[config.mk]
export PLATFORM = sky130hd
export DESIGN_NAME = rms_norm_row
export DESIGN_NICKNAME = d
export VERILOG_FILES = /design/src/rtl/rmsn_pkg.sv /design/src/rtl/rmsn_row_buf.sv /design/src/rtl/rmsn_scale.sv /design/src/rtl/rms_norm_row.sv
export VERILOG_INCLUDE_DIRS = /design/src /design/src/rtl
export SDC_FILE = /design/constraint.sdc
export NUM_CORES = 2
export LEC_CHECK = 0
export BUFFER_PORTS_ARGS = -buffer_cell sky130_fd_sc_hd__buf_2
export CAP_MARGIN = 0
export CORE_UTILIZATION = 65
export DETAILED_ROUTE_END_ITERATION = 10
export PLACE_DENSITY = 0.91
export REMOVE_ABC_BUFFERS = 1
export SLEW_MARGIN = 15
export SYNTH_ARGS = -nofsm -noshare
export SYNTH_HDL_FRONTEND = slang
export SYNTH_SLANG_ARGS = --single-unit
export TNS_END_PERCENT = 5
[constraint.sdc]
create_clock -name aclk -period 14.6 [get_ports aclk]
set_input_delay 2.19 -clock aclk [delete_from_list [all_inputs] [get_ports aclk]]
set_output_delay 2.19 -clock aclk [all_outputs]
set_load 0.1 [all_outputs]
[src/rtl/rms_norm_row_macros.svh]
// assertion macros for the rtl files, included by rms_norm_row.sv
`ifndef RMS_NORM_ROW_MACROS_SVH
`define RMS_NORM_ROW_MACROS_SVH

`ifndef NO_ASSERTIONS
// same-cycle implication, clocked on aclk, off during reset
`define RMSN_ASSERT_IMPL(lbl, ante, cons, msg) \
    lbl: assert property (@(posedge aclk) disable iff (!aresetn) (ante) |-> (cons)) \
        else $error(msg);
// next-cycle implication
`define RMSN_ASSERT_NEXT(lbl, ante, cons, msg) \
    lbl: assert property (@(posedge aclk) disable iff (!aresetn) (ante) |=> (cons)) \
        else $error(msg);
`else
`define RMSN_ASSERT_IMPL(lbl, ante, cons, msg)
`define RMSN_ASSERT_NEXT(lbl, ante, cons, msg)
`endif

`endif

[src/rtl/rmsn_pkg.sv]
package rmsn_pkg;

    localparam int MAX_ROW = 64;
    localparam int CFG_W   = 7;
    localparam int CNT_W   = $clog2(MAX_ROW + 1);
    localparam int ADDR_W  = (MAX_ROW > 1) ? $clog2(MAX_ROW) : 1;

    localparam logic [31:0] FP_EPS       = 32'h3727_C5AC;
    localparam logic [31:0] FP_ONE       = 32'h3F80_0000;
    localparam logic [31:0] FP_QNAN_DFLT = 32'hFFC0_0000;
    localparam logic [31:0] FP_QUIET_BIT = 32'h0040_0000;
    localparam logic [31:0] FP_POS_INF   = 32'h7F80_0000;
    // sums below 2^-50 vanish against the epsilon
    localparam logic [7:0]  FLUSH_EXP    = 8'd77;

    typedef struct packed {
        logic             start;
        logic [31:0]      sum;
        logic [CNT_W-1:0] count;
    } rmsn_scale_req_t;

    typedef struct packed {
        logic        done;
        logic [15:0] scale;
    } rmsn_scale_rsp_t;

    // fp32 to bfloat16, round to nearest even, nan kept quiet
    function automatic logic [15:0] fp_to_bf16(input logic [31:0] f);
        logic [31:0] r;
        r = f + 32'h0000_7FFF + {31'b0, f[16]};
        if (f[30:23] == 8'hFF && f[22:0] != 23'b0) begin
            return f[31:16] | 16'h0040;
        end
        return r[31:16];
    endfunction

    // small nonzero unsigned integer to fp32, exact
    function automatic logic [31:0] u7_to_fp(input logic [CFG_W-1:0] n);
        logic [2:0]  k;
        logic [29:0] sh;
        k = 3'd0;
        for (int i = 0; i < CFG_W; i++) begin
            if (n[i]) k = 3'(i);
        end
        sh = 30'(n) << (5'd23 - 5'(k));
        return {1'b0, 8'd127 + 8'(k), sh[22:0]};
    endfunction

    // bf16 x bf16 product as fp32, ieee with subnormals
    function automatic logic [31:0] fp_mul_bf16(input logic [15:0] a, input logic [15:0] b);
        logic               s;
        logic [7:0]         ea, eb, sa, sb;
        logic [15:0]        p, pn;
        logic [4:0]         lz;
        logic signed [10:0] be, sh;
        logic [49:0]        w;
        logic               inc;
        logic [31:0]        r;
        s  = a[15] ^ b[15];
        ea = a[14:7];
        eb = b[14:7];
        sa = {ea != 8'd0, a[6:0]};
        sb = {eb != 8'd0, b[6:0]};
        p  = 16'(sa) * 16'(sb);
        lz = 5'd0;
        for (int i = 0; i < 16; i++) begin
            if (p[i]) lz = 5'(15 - i);
        end
        pn = p << lz;
        be = $signed(11'((ea == 8'd0) ? 8'd1 : ea)) + $signed(11'((eb == 8'd0) ? 8'd1 : eb))
             - $signed(11'(lz)) - 11'sd126;
        sh  = 11'sd1 - be;
        w   = {pn, 34'b0} >> sh[4:0];
        inc = w[25] & ((|w[24:0]) | w[26]);
        if (ea == 8'hFF && a[6:0] != 7'd0) begin
            r = {a, 16'b0} | FP_QUIET_BIT;
        end else if (eb == 8'hFF && b[6:0] != 7'd0) begin
            r = {b, 16'b0} | FP_QUIET_BIT;
        end else if ((ea == 8'hFF && b[14:0] == 15'd0) || (eb == 8'hFF && a[14:0] == 15'd0)) begin
            r = FP_QNAN_DFLT;
        end else if (ea == 8'hFF || eb == 8'hFF) begin
            r = {s, FP_POS_INF[30:0]};
        end else if (p == 16'd0) begin
            r = {s, 31'b0};
        end else if (be >= 11'sd255) begin
            r = {s, FP_POS_INF[30:0]};
        end else if (be >= 11'sd1) begin
            r = {s, be[7:0], pn[14:0], 8'b0};
        end else if (sh > 11'sd25) begin
            r = {s, 31'b0};
        end else begin
            r = {s, 8'b0, w[48:26]} + {31'b0, inc};
        end
        return r;
    endfunction

    // sum of two non-negative fp32 values, nan of a first
    function automatic logic [31:0] fp_add_pos(input logic [31:0] a, input logic [31:0] b);
        logic [7:0]  ea, eb, eg, es, d;
        logic [23:0] sg, ss;
        logic [50:0] sm;
        logic [31:0] pk, r;
        logic        g, st, inc;
        ea = (a[30:23] == 8'd0) ? 8'd1 : a[30:23];
        eb = (b[30:23] == 8'd0) ? 8'd1 : b[30:23];
        if (eb > ea) begin
            eg = eb; es = ea;
            sg = {b[30:23] != 8'd0, b[22:0]};
            ss = {a[30:23] != 8'd0, a[22:0]};
        end else begin
            eg = ea; es = eb;
            sg = {a[30:23] != 8'd0, a[22:0]};
            ss = {b[30:23] != 8'd0, b[22:0]};
        end
        d  = eg - es;
        sm = {1'b0, sg, 26'b0} + ({1'b0, ss, 26'b0} >> d);
        if (sm[50]) begin
            pk = {1'b0, eg + 8'd1, sm[49:27]};
            g  = sm[26];
            st = |sm[25:0];
        end else begin
            pk = {1'b0, sm[49] ? eg : 8'd0, sm[48:26]};
            g  = sm[25];
            st = |sm[24:0];
        end
        inc = g & (st | pk[0]);
        r   = pk + {31'b0, inc};
        if (a[30:23] == 8'hFF && a[22:0] != 23'd0) begin
            return a | FP_QUIET_BIT;
        end else if (b[30:23] == 8'hFF && b[22:0] != 23'd0) begin
            return b | FP_QUIET_BIT;
        end else if (a[30:23] == 8'hFF || b[30:23] == 8'hFF) begin
            return FP_POS_INF;
        end else if (d >= 8'd27) begin
            return (eb > ea) ? b : a;
        end else if (r[31:23] >= 9'd255) begin
            return FP_POS_INF;
        end
        return r;
    endfunction

endpackage

[src/rtl/rmsn_row_buf.sv]
module rmsn_row_buf (
    input  logic                       aclk,
    input  logic                       wr_en,
    input  logic [rmsn_pkg::ADDR_W-1:0] wr_addr,
    input  logic [15:0]                wr_data,
    input  logic                       rd_en,
    input  logic [rmsn_pkg::ADDR_W-1:0] rd_addr,
    output logic [15:0]                rd_data
);

    logic [15:0] mem [rmsn_pkg::MAX_ROW];
    logic [15:0] rd_data_reg;

    always_ff @(posedge aclk) begin
        if (wr_en) begin
            mem[wr_addr] <= wr_data;
        end
        if (rd_en) begin
            rd_data_reg <= mem[rd_addr];
        end
    end

    assign rd_data = rd_data_reg;

endmodule

[src/rtl/rmsn_scale.sv]
module rmsn_scale (
    input  logic                      aclk,
    input  logic                      aresetn,
    input  rmsn_pkg::rmsn_scale_req_t req,
    output rmsn_pkg::rmsn_scale_rsp_t rsp
);

    typedef enum logic [2:0] {
        SC_IDLE, SC_DIV, SC_DIVFIN, SC_ADD, SC_SQINIT, SC_SQRT, SC_SQFIN
    } sc_state_t;

    sc_state_t          state_reg;
    logic               recip_reg;
    logic [25:0]        rem_reg;
    logic [23:0]        den_reg;
    logic [24:0]        quo_reg;
    logic signed [9:0]  exp_reg;
    logic [4:0]         cnt_reg;
    logic [49:0]        sq_x_reg;
    logic [27:0]        sq_rem_reg;
    logic [24:0]        sq_root_reg;
    logic signed [9:0]  sq_hexp_reg;
    logic [31:0]        val_reg;
    logic [15:0]        scale_reg;
    logic               done_reg;

    // divider setup
    logic [31:0]        div_a, div_b, n_fp, sqrt_bits, q_fp;
    logic [23:0]        ma, mb;
    logic               lt;
    logic [25:0]        rem0;
    logic signed [9:0]  e0;
    logic               q_inc;
    // sqrt steps and finish
    logic [27:0]        rt_rem;
    logic [26:0]        rt_trial;
    logic [23:0]        rt_r;
    logic [24:0]        rt_r25;
    logic               rt_inc;
    logic signed [9:0]  rt_exp;
    logic               sq_odd;
    logic [23:0]        sq_m;

    assign n_fp = rmsn_pkg::u7_to_fp(rmsn_pkg::CFG_W'(req.count));

    always_comb begin
        rt_r      = sq_root_reg[24:1];
        rt_inc    = sq_root_reg[0] & ((sq_rem_reg != 28'd0) | rt_r[0]);
        rt_r25    = {1'b0, rt_r} + {24'b0, rt_inc};
        rt_exp    = sq_hexp_reg + 10'sd127 + $signed({9'b0, rt_r25[24]});
        sqrt_bits = {1'b0, rt_exp[7:0], rt_r25[24] ? 23'b0 : rt_r25[22:0]};
        if (state_reg == SC_SQFIN) begin
            div_a = rmsn_pkg::FP_ONE;
            div_b = sqrt_bits;
        end else begin
            div_a = req.sum;
            div_b = n_fp;
        end
        ma   = {1'b1, div_a[22:0]};
        mb   = {1'b1, div_b[22:0]};
        lt   = ma < mb;
        rem0 = lt ? {1'b0, ma, 1'b0} : {2'b0, ma};
        e0   = $signed({2'b0, div_a[30:23]}) - $signed({2'b0, div_b[30:23]}) + 10'sd127
               - $signed({9'b0, lt});
        q_inc = quo_reg[0] & ((rem_reg != 26'd0) | quo_reg[1]);
        q_fp  = {1'b0, exp_reg[7:0], quo_reg[23:1]} + {31'b0, q_inc};
        rt_rem   = {sq_rem_reg[25:0], sq_x_reg[49:48]};
        rt_trial = {sq_root_reg, 2'b01};
        sq_odd   = ~val_reg[23];
        sq_m     = {1'b1, val_reg[22:0]};
    end

    always_ff @(posedge aclk) begin
        if (!aresetn) begin
            state_reg <= SC_IDLE;
            done_reg  <= 1'b0;
        end else begin
            done_reg <= 1'b0;
            unique case (state_reg)
                SC_IDLE: begin
                    if (req.start) begin
                        if (req.sum[30:23] == 8'hFF && req.sum[22:0] != 23'd0) begin
                            scale_reg <= rmsn_pkg::fp_to_bf16(req.sum | rmsn_pkg::FP_QUIET_BIT);
                            done_reg  <= 1'b1;
                        end else if (req.sum[30:23] == 8'hFF) begin
                            scale_reg <= 16'h0000;
                            done_reg  <= 1'b1;
                        end else if (req.sum[30:23] < rmsn_pkg::FLUSH_EXP) begin
                            val_reg   <= rmsn_pkg::FP_EPS;
                            state_reg <= SC_SQINIT;
                        end else begin
                            rem_reg   <= rem0;
                            den_reg   <= mb;
                            exp_reg   <= e0;
                            quo_reg   <= 25'd0;
                            cnt_reg   <= 5'd0;
                            recip_reg <= 1'b0;
                            state_reg <= SC_DIV;
                        end
                    end
                end
                SC_DIV: begin
                    if (rem_reg >= {2'b0, den_reg}) begin
                        quo_reg <= {quo_reg[23:0], 1'b1};
                        rem_reg <= {rem_reg[24:0] - {1'b0, den_reg}, 1'b0};
                    end else begin
                        quo_reg <= {quo_reg[23:0], 1'b0};
                        rem_reg <= {rem_reg[24:0], 1'b0};
                    end
                    cnt_reg <= cnt_reg + 5'd1;
                    if (cnt_reg == 5'd24) begin
                        state_reg <= SC_DIVFIN;
                    end
                end
                SC_DIVFIN: begin
                    if (recip_reg) begin
                        scale_reg <= rmsn_pkg::fp_to_bf16(q_fp);
                        done_reg  <= 1'b1;
                        state_reg <= SC_IDLE;
                    end else begin
                        val_reg   <= q_fp;
                        state_reg <= SC_ADD;
                    end
                end
                SC_ADD: begin
                    val_reg   <= rmsn_pkg::fp_add_pos(val_reg, rmsn_pkg::FP_EPS);
                    state_reg <= SC_SQINIT;
                end
                SC_SQINIT: begin
                    sq_x_reg    <= sq_odd ? {sq_m, 26'b0} : {1'b0, sq_m, 25'b0};
                    sq_hexp_reg <= ($signed({2'b0, val_reg[30:23]}) - 10'sd127
                                    - $signed({9'b0, sq_odd})) >>> 1;
                    sq_rem_reg  <= 28'd0;
                    sq_root_reg <= 25'd0;
                    cnt_reg     <= 5'd0;
                    state_reg   <= SC_SQRT;
                end
                SC_SQRT: begin
                    if (rt_rem >= {1'b0, rt_trial}) begin
                        sq_rem_reg  <= rt_rem - {1'b0, rt_trial};
                        sq_root_reg <= {sq_root_reg[23:0], 1'b1};
                    end else begin
                        sq_rem_reg  <= rt_rem;
                        sq_root_reg <= {sq_root_reg[23:0], 1'b0};
                    end
                    sq_x_reg <= {sq_x_reg[47:0], 2'b00};
                    cnt_reg  <= cnt_reg + 5'd1;
                    if (cnt_reg == 5'd24) begin
                        state_reg <= SC_SQFIN;
                    end
                end
                SC_SQFIN: begin
                    rem_reg   <= rem0;
                    den_reg   <= mb;
                    exp_reg   <= e0;
                    quo_reg   <= 25'd0;
                    cnt_reg   <= 5'd0;
                    recip_reg <= 1'b1;
                    state_reg <= SC_DIV;
                end
                default: begin
                    state_reg <= SC_IDLE;
                end
            endcase
        end
    end

    assign rsp.done  = done_reg;
    assign rsp.scale = scale_reg;

endmodule

[src/rtl/rms_norm_row.sv]
// channel   | ports                                  | direction
// ----------+----------------------------------------+----------
// input     | s_valid s_ready s_element_value        | in
// result    | m_valid m_ready m_normalized_value     | out
//           |   m_last_of_row                        |
// config    | cfg_valid cfg_ready cfg_row_length     | in
//
// load phase: one element per cycle, written to the row memory
// after the completing element: the square/sum pipe drains, then the scale
//   sequencer (a 25-step divide, a 25-step root, a 25-step reciprocal divide)
// emit phase: per result, one memory read plus one product
// the output register decouples m_ready stalls from the next row's load
// synchronous active-low reset; row memory contents are not cleared
`include "rms_norm_row_macros.svh"

module rms_norm_row (
    input  logic                        aclk,
    input  logic                        aresetn,
    input  logic                        s_valid,
    output logic                        s_ready,
    input  logic [15:0]                 s_element_value,
    output logic                        m_valid,
    input  logic                        m_ready,
    output logic [15:0]                 m_normalized_value,
    output logic                        m_last_of_row,
    input  logic                        cfg_valid,
    output logic                        cfg_ready,
    input  logic [rmsn_pkg::CFG_W-1:0]  cfg_row_length
);

    typedef enum logic [2:0] {
        ST_FILL, ST_DRAIN, ST_SCALE, ST_WAIT, ST_RD, ST_LD
    } state_t;

    localparam int CNT_W = rmsn_pkg::CNT_W;

    state_t                       state_reg;
    logic [rmsn_pkg::CFG_W-1:0]   row_length_reg;
    logic [CNT_W-1:0]             fill_count_reg;
    logic [CNT_W-1:0]             n_reg;
    logic [CNT_W-1:0]             rd_idx_reg;
    logic [31:0]                  sum_reg;
    logic [15:0]                  x_reg;
    logic                         xv_reg;
    logic [31:0]                  sq_reg;
    logic                         sqv_reg;
    logic [15:0]                  scale_reg;
    logic                         m_valid_reg;
    logic [15:0]                  m_value_reg;
    logic                         m_last_reg;

    logic                         s_xfer;
    logic [CNT_W-1:0]             len_eff;
    logic [CNT_W-1:0]             fill_inc;
    logic                         rd_en;
    logic [15:0]                  rd_data;
    logic                         last_rd;
    rmsn_pkg::rmsn_scale_req_t    scale_req;
    rmsn_pkg::rmsn_scale_rsp_t    scale_rsp;

    assign cfg_ready = 1'b1;
    assign s_ready   = (state_reg == ST_FILL);
    assign s_xfer    = s_valid & s_ready;
    assign fill_inc  = fill_count_reg + CNT_W'(1);

    // clamp the configured length to 1..MAX_ROW
    always_comb begin
        if (row_length_reg == '0) begin
            len_eff = CNT_W'(1);
        end else if (row_length_reg > rmsn_pkg::CFG_W'(rmsn_pkg::MAX_ROW)) begin
            len_eff = CNT_W'(rmsn_pkg::MAX_ROW);
        end else begin
            len_eff = CNT_W'(row_length_reg);
        end
    end

    // read only once the output register is free or being drained
    assign rd_en   = (state_reg == ST_RD) && (!m_valid_reg || m_ready);
    assign last_rd = (CNT_W'(rd_idx_reg + CNT_W'(1)) == n_reg);

    rmsn_row_buf u_row_buf (
        .aclk    (aclk),
        .wr_en   (s_xfer),
        .wr_addr (fill_count_reg[rmsn_pkg::ADDR_W-1:0]),
        .wr_data (s_element_value),
        .rd_en   (rd_en),
        .rd_addr (rd_idx_reg[rmsn_pkg::ADDR_W-1:0]),
        .rd_data (rd_data)
    );

    assign scale_req.start = (state_reg == ST_SCALE);
    assign scale_req.sum   = sum_reg;
    assign scale_req.count = n_reg;

    rmsn_scale u_scale (
        .aclk    (aclk),
        .aresetn (aresetn),
        .req     (scale_req),
        .rsp     (scale_rsp)
    );

    always_ff @(posedge aclk) begin
        if (!aresetn) begin
            state_reg      <= ST_FILL;
            row_length_reg <= rmsn_pkg::CFG_W'(64);
            fill_count_reg <= '0;
            sum_reg        <= 32'h0000_0000;
            xv_reg         <= 1'b0;
            sqv_reg        <= 1'b0;
            m_valid_reg    <= 1'b0;
        end else begin
            if (cfg_valid && cfg_ready) begin
                row_length_reg <= cfg_row_length;
            end

            // square and accumulate pipe, in arrival order
            xv_reg  <= s_xfer;
            sqv_reg <= xv_reg;
            if (s_xfer) begin
                x_reg <= s_element_value;
            end
            if (xv_reg) begin
                sq_reg <= rmsn_pkg::fp_mul_bf16(x_reg, x_reg);
            end
            if (state_reg == ST_SCALE) begin
                sum_reg <= 32'h0000_0000;
            end else if (sqv_reg) begin
                sum_reg <= rmsn_pkg::fp_add_pos(sum_reg, sq_reg);
            end

            // output register empties on a result transfer
            if (m_valid_reg && m_ready) begin
                m_valid_reg <= 1'b0;
            end

            unique case (state_reg)
                ST_FILL: begin
                    if (s_xfer) begin
                        if (fill_inc >= len_eff) begin
                            n_reg          <= fill_inc;
                            fill_count_reg <= '0;
                            state_reg      <= ST_DRAIN;
                        end else begin
                            fill_count_reg <= fill_inc;
                        end
                    end
                end
                ST_DRAIN: begin
                    // wait for the last square to land in the sum
                    if (!xv_reg && !sqv_reg) begin
                        state_reg <= ST_SCALE;
                    end
                end
                ST_SCALE: begin
                    state_reg <= ST_WAIT;
                end
                ST_WAIT: begin
                    if (scale_rsp.done) begin
                        scale_reg  <= scale_rsp.scale;
                        rd_idx_reg <= '0;
                        state_reg  <= ST_RD;
                    end
                end
                ST_RD: begin
                    if (rd_en) begin
                        state_reg <= ST_LD;
                    end
                end
                ST_LD: begin
                    m_value_reg <= rmsn_pkg::fp_to_bf16(rmsn_pkg::fp_mul_bf16(rd_data, scale_reg));
                    m_last_reg  <= last_rd;
                    m_valid_reg <= 1'b1;
                    rd_idx_reg  <= CNT_W'(rd_idx_reg + CNT_W'(1));
                    state_reg   <= last_rd ? ST_FILL : ST_RD;
                end
                default: begin
                    state_reg <= ST_FILL;
                end
            endcase
        end
    end

    assign m_valid            = m_valid_reg;
    assign m_normalized_value = m_value_reg;
    assign m_last_of_row      = m_last_reg;

    `RMSN_ASSERT_IMPL(a_ld_out_free, state_reg == ST_LD, !m_valid_reg, "output register busy on load")
    `RMSN_ASSERT_IMPL(a_scale_after_sum, state_reg == ST_SCALE, !xv_reg && !sqv_reg, "sum not settled")
    `RMSN_ASSERT_IMPL(a_fill_bound, 1'b1, fill_count_reg < CNT_W'(rmsn_pkg::MAX_ROW), "fill overrun")
    `RMSN_ASSERT_NEXT(a_last_to_fill, state_reg == ST_LD && last_rd, state_reg == ST_FILL, "row end lost")

endmodule

==> summary.log, run 1 <==
INFO  outcome        run_status=aborted with a tool error
INFO  outcome        failing_step=global routing
INFO  outcome        stop_error=[ERROR GRT-0116] Global routing finished with congestion. Check the congestion regions in the DRC Viewer.
INFO  synth          syn_inst=7054
INFO  placed_design  number_of_input_and_output_port_buffers_inserted=46
INFO  placed_design  detailed_placement_hpwl=186000µm
INFO  synth          ys.warnings.count=0
INFO  clock_network  clock_path_buffers=3
INFO  placed_design  place_congestion=0.993
INFO  die            die_boundary_width=359µm
INFO  global_routing grt_pass1_wl=517000µm
INFO  synth          synth_ff_type=sky130_fd_sc_hd__edfxtp_1
INFO  clock_network  clock_tree.htree_level_count=4
INFO  synth          ys_ff_latch=1411
INFO  die            initial_core_util=65.6%
INFO  global_routing largest_net_degree_at_the_start_of_global_routing=134
INFO  synth          synth_enable_flop_cells=1355
INFO  clock_network  quantity_of_gates_resized_following_cts=0
INFO  synth          netlist_top_cells_area=sky130_fd_sc_hd__edfxtp_1 (49%), sky130_fd_sc_hd__mux4_2 (9.4%), sky130_fd_sc_hd__ha_1 (4.0%), sky130_fd_sc_hd__nor2_1 (3.1%), sky130_fd_sc_hd__nand2_1 (2.4%)
INFO  synth          postSynth.asyncResetShare=0%
INFO  synth          yosys.cell_types.count=118
INFO  synth          synth_sequential_area_ratio=50.6%
INFO  synth          synthesis.area=82600µm²
INFO  global_routing grt_use_total=57.0%
INFO  global_routing grt_remaining_overflow=15
INFO  clock_network  cts_setup_buffers=0
INFO  synth          synthMostInstantiatedCell=sky130_fd_sc_hd__edfxtp_1
INFO  clock_network  tritoncts.num_buffers=141
INFO  synth          syn-mean-instance-area=11.7µm²
INFO  clock_network  clk_root_buffer_cell=sky130_fd_sc_hd__clkbuf_16
INFO  placed_design  place_inst=8517
INFO  synth          synth_top_cell_area_share=49.2%
INFO  die            floorplan.die.height=359µm
INFO  synth          ys_top_cells_by_count=sky130_fd_sc_hd__edfxtp_1 (1355), sky130_fd_sc_hd__nor2_1 (685), sky130_fd_sc_hd__nand2_1 (518)
INFO  die            ios=48
INFO  die            core.rowCount=130
INFO  global_routing first_global_vias=71900
INFO  clock_network  cts_hold_repair.buffers=0
INFO  synth          synth_largest_area_cell=sky130_fd_sc_hd__edfxtp_1
INFO  clock_network  cts_sinks=1411
logic make-up after synthesis:
logic type / count (synthesis) / synth area share, %
flops: 1411 / 50.6
mux: 567 / 12.2
simple gates: 2180 / 12.6
xor+xnor: 305 / 3.27
fa+ha+maj: 333 / 5.68
buf+inv: 728 / 3.38
other cells: 1 / 0.00454
compound gates: 1529 / 12.3
metal layers:
layer  GRT usage, %  overflow
met5           22.3         0
met2           75.0         3
met1           61.2         0
met3           39.2         4
met4           44.6         8
metrics by stage:
stage                     utilization, %  setup slack (ns)  cell area [µm²]
after floorplan                        -             0.831            81200
after global placement              67.3              1.85            84700
after detailed placement            67.3              1.38            84700
after CTS                           71.1             0.411            89500
==> inputs of run 2 (changes only) <==
--- a/config.mk
+++ b/config.mk
@@ -8,9 +8,9 @@
 export LEC_CHECK = 0
 export BUFFER_PORTS_ARGS = -buffer_cell sky130_fd_sc_hd__buf_2
 export CAP_MARGIN = 0
-export CORE_UTILIZATION = 65
+export CORE_UTILIZATION = 40
 export DETAILED_ROUTE_END_ITERATION = 10
-export PLACE_DENSITY = 0.91
+export PLACE_DENSITY_LB_ADDON = 0.15
 export REMOVE_ABC_BUFFERS = 1
 export SLEW_MARGIN = 15
 export SYNTH_ARGS = -nofsm -noshare
==> run 2 against run 1 <==
Compared with the run above:
- the run now ends clean
- synthesized area is the same
- synthesized cell count did not move
==> summary.log, run 2 <==
INFO  outcome        run_status=complete, no violations
INFO  worst_setup_path max_stage_delay=0.68ns
INFO  hold_path      hold_path_class=flop to flop
INFO  worst_setup_path worst_ep_arrival_time=13.98ns
INFO  cells_and_area layout_common_cells=sky130_fd_sc_hd__edfxtp_1 (1355), sky130_fd_sc_hd__nor2_1 (681), sky130_fd_sc_hd__nand2_1 (517), sky130_fd_sc_hd__a21oi_1 (366), sky130_fd_sc_hd__o21ai_0 (351)
INFO  timing         final-max-slew-violation-count=0
INFO  pwr            cellLeakagePower=31.7nW
INFO  clock_network  clock_tree.htree_level_count=4
INFO  global_routing grt_pass1_wl=370000µm
INFO  synth          ys_top_cells_by_count=sky130_fd_sc_hd__edfxtp_1 (1355), sky130_fd_sc_hd__nor2_1 (685), sky130_fd_sc_hd__nand2_1 (518)
INFO  global_routing largest_net_degree_at_the_start_of_global_routing=112
INFO  synth          synth_top_cell_area_share=49.2%
INFO  die            core.rowCount=166
INFO  synth          synth_sequential_area_ratio=50.6%
INFO  die            design.die.area=208000µm²
INFO  drt            drcViolationCount=0
INFO  cells_and_area mostFrequentLayoutCell=sky130_fd_sc_hd__edfxtp_1
INFO  clock_network  tritoncts.num_buffers=155
INFO  global_routing antenna_found_initial=8
INFO  cells_and_area final_core_utilization=44.5%
INFO  pwr            irDropWorstVdd=0.249mV
INFO  drt            routed_via_density=5.99
INFO  cells_and_area fin_nets=7412
INFO  worst_setup_path setup.worst_path.end_class=flop
INFO  drt            detail_route.first_pass.iterations=7
INFO  placed_design  number_of_input_and_output_port_buffers_inserted=46
INFO  synth          main_combinational_cell_family_by_area_after_synthesis=simple AND/OR/NAND/NOR gates
INFO  synth          synth_ff_type=sky130_fd_sc_hd__edfxtp_1
INFO  worst_setup_path worst_setup_path_start_kind=flop
INFO  pwr            p_per_area=192nW/µm²
INFO  timing         max_slew.worst_pin.slew=1.16ns
INFO  synth          postSynth.asyncResetShare=0%
INFO  synth          synthesis.area=82600µm²
INFO  synth          yosys.cell_types.count=118
INFO  clock_network  clkTransAtPathRegs=0.06ns
INFO  timing         post-route-min-period=13.46ns
INFO  worst_setup_path crit_fanout=21
INFO  clock_network  clk_root_buffer_cell=sky130_fd_sc_hd__clkbuf_16
INFO  timing         timing.setup.tns=0ns
INFO  synth          synth_simple_gate_area_share=12.6%
INFO  timing         maxClockFrequency=74.3MHz
INFO  cells_and_area areaGrowthSynthToFinish=10.5%
INFO  clock_network  cts_sinks=1411
INFO  worst_setup_path critical_path.top_delay_family=simple AND/OR/NAND/NOR gates
INFO  clock_network  insertion_delay=0.82ns
INFO  global_routing grt_use_total=23.3%
INFO  synth          netlist_top_cells_area=sky130_fd_sc_hd__edfxtp_1 (49%), sky130_fd_sc_hd__mux4_2 (9.4%), sky130_fd_sc_hd__ha_1 (4.0%), sky130_fd_sc_hd__nor2_1 (3.1%), sky130_fd_sc_hd__nand2_1 (2.4%)
INFO  placed_design  place_inst=9582
INFO  placed_design  place_congestion=0.949
INFO  pwr            power=17.5mW
INFO  placed_design  placement.setup.worst_slack=1.29ns
INFO  die            die_boundary_width=456µm
INFO  drt            drt_iter0_drcs=5380
INFO  die            initial_core_util=40.3%
INFO  drt            via_count=59100
INFO  job            cap_viol_max_count=0
INFO  timing         rsz0062_at_grt=false
INFO  clock_network  clock_path_buffers=3
INFO  synth          muxShareOfSynthArea=12.2%
INFO  cells_and_area layoutNonFillerInstCount=9864
INFO  global_routing first_global_vias=57200
INFO  drt            final_antenna_net_count=0
INFO  synth          synth_enable_flop_cells=1355
INFO  worst_setup_path slowest_stage=sky130_fd_sc_hd__nor4_4
INFO  timing         finalCritPeriodShare=92.2%
INFO  die            floorplan.core_area=205000µm²
INFO  synth          yosys.area_share.adder=5.68%
INFO  timing         report.final.hold_viol_count=0
INFO  drt            routed_wire_length_per_instance=25.0µm
INFO  drt            wl=247000µm
INFO  synth          syn_inst=7054
INFO  synth          syn-mean-instance-area=11.7µm²
INFO  timing         finClkSkew=0.0472ns
INFO  synth          synth-compound-area-share=12.3%
INFO  cells_and_area post_route_cells_drive_above_1_share=13.0%
INFO  synth          synth-xor-area-share=3.27%
INFO  placed_design  detailed_placement_hpwl=171000µm
INFO  synth          ys.warnings.count=0
INFO  synth          synth_largest_area_cell=sky130_fd_sc_hd__edfxtp_1
INFO  cells_and_area largest_register_ff_count=1024
INFO  timing         slew-limit-headroom=21.6%
INFO  synth          synthMostInstantiatedCell=sky130_fd_sc_hd__edfxtp_1
INFO  worst_setup_path count_of_buffer_and_inverter_cells_on_the_critical_path=11
INFO  timing         setup_viols_final=0
INFO  worst_setup_path setup.worst_path.class=flop to flop
INFO  timing         postLayoutSetupSlackWorst=1.14ns
INFO  clock_network  cts_hold_repair.buffers=0
INFO  clock_network  cts_tree=done
INFO  worst_setup_path cp.required=15.12ns
INFO  die            floorplan.die.height=456µm
INFO  die            ios=48
INFO  global_routing grt_remaining_overflow=0
INFO  synth          ys_ff_latch=1411
## run 2: cell counts after synthesis
Identical to the previous run, type by type.
## run 2: cell families after synthesis
group / Yosys count
adder cells (fa/ha/maj): 333
XOR/XNOR: 305
other: 1
multiplexers: 567
AND/OR/NAND/NOR: 2180
flip-flops: 1411
AO/OA/AOI/OAI: 1529
buffers and inverters: 728
## run 2: metal layers
layer / GRT usage, % / share of wire, % / wire (µm) / vias up
met5: 0 / 0 / 0 / -
met4: 6.76 / 2.7 / 6590 / 0
li1: - / - / - / 26900
met3: 2.46 / 5.1 / 12500 / 342
met1: 33.4 / 46 / 112000 / 29900
met2: 37.1 / 47 / 115000 / 1918
## run 2: final cells by class
class	count	area (µm²)
Antenna cell	2	5.00
Clock buffer	197	4110
Clock inverter	83	977
Fill cell	18700	114000
Inverter	355	1340
Multi-Input combinational cell	4915	38200
Sequential cell	1411	41800
Tap cell	2688	3360
Timing Repair Buffer	213	1510
## run 2: repair_timing
| action | 4_1_cts | 5_1_grt |
|---|---|---|
| resized for setup | 0 | 2 |
| endpoints found under the setup margin | 0 | 23 |
| buffers inserted | 0 | 0 |
## run 2: path summary, 6_finish.rpt
path	startpoint	endpoint	slack [ns]	depth (start not counted)
setup / recovery	scale_reg[11]	m_normalized_value[13]	1.14	41
hold / removal	u_scale.scale_reg[15]	scale_reg[15]	0.42	0
setup reg to reg	scale_reg[11]	m_normalized_value[13]	1.14	41
hold reg to reg	u_scale.scale_reg[15]	scale_reg[15]	0.42	0
## run 2: metrics by stage
step / instance area, µm² / hold slack [ns]
after floorplan: 81200 / 0.400
after global placement: 86200 / 0.404
after detailed placement: 86200 / 0.406
after CTS: 91300 / 0.420
after global routing: 91300 / 0.424
final: 91300 / 0.419
## run 2: report_power, final
part	switching (mW)	internal, mW	total, mW
clock	1.66	2.26	3.92
sequential	0.221	4.73	4.95
combinational	5.73	2.89	8.62
Power figures use the tool's default switching activity.
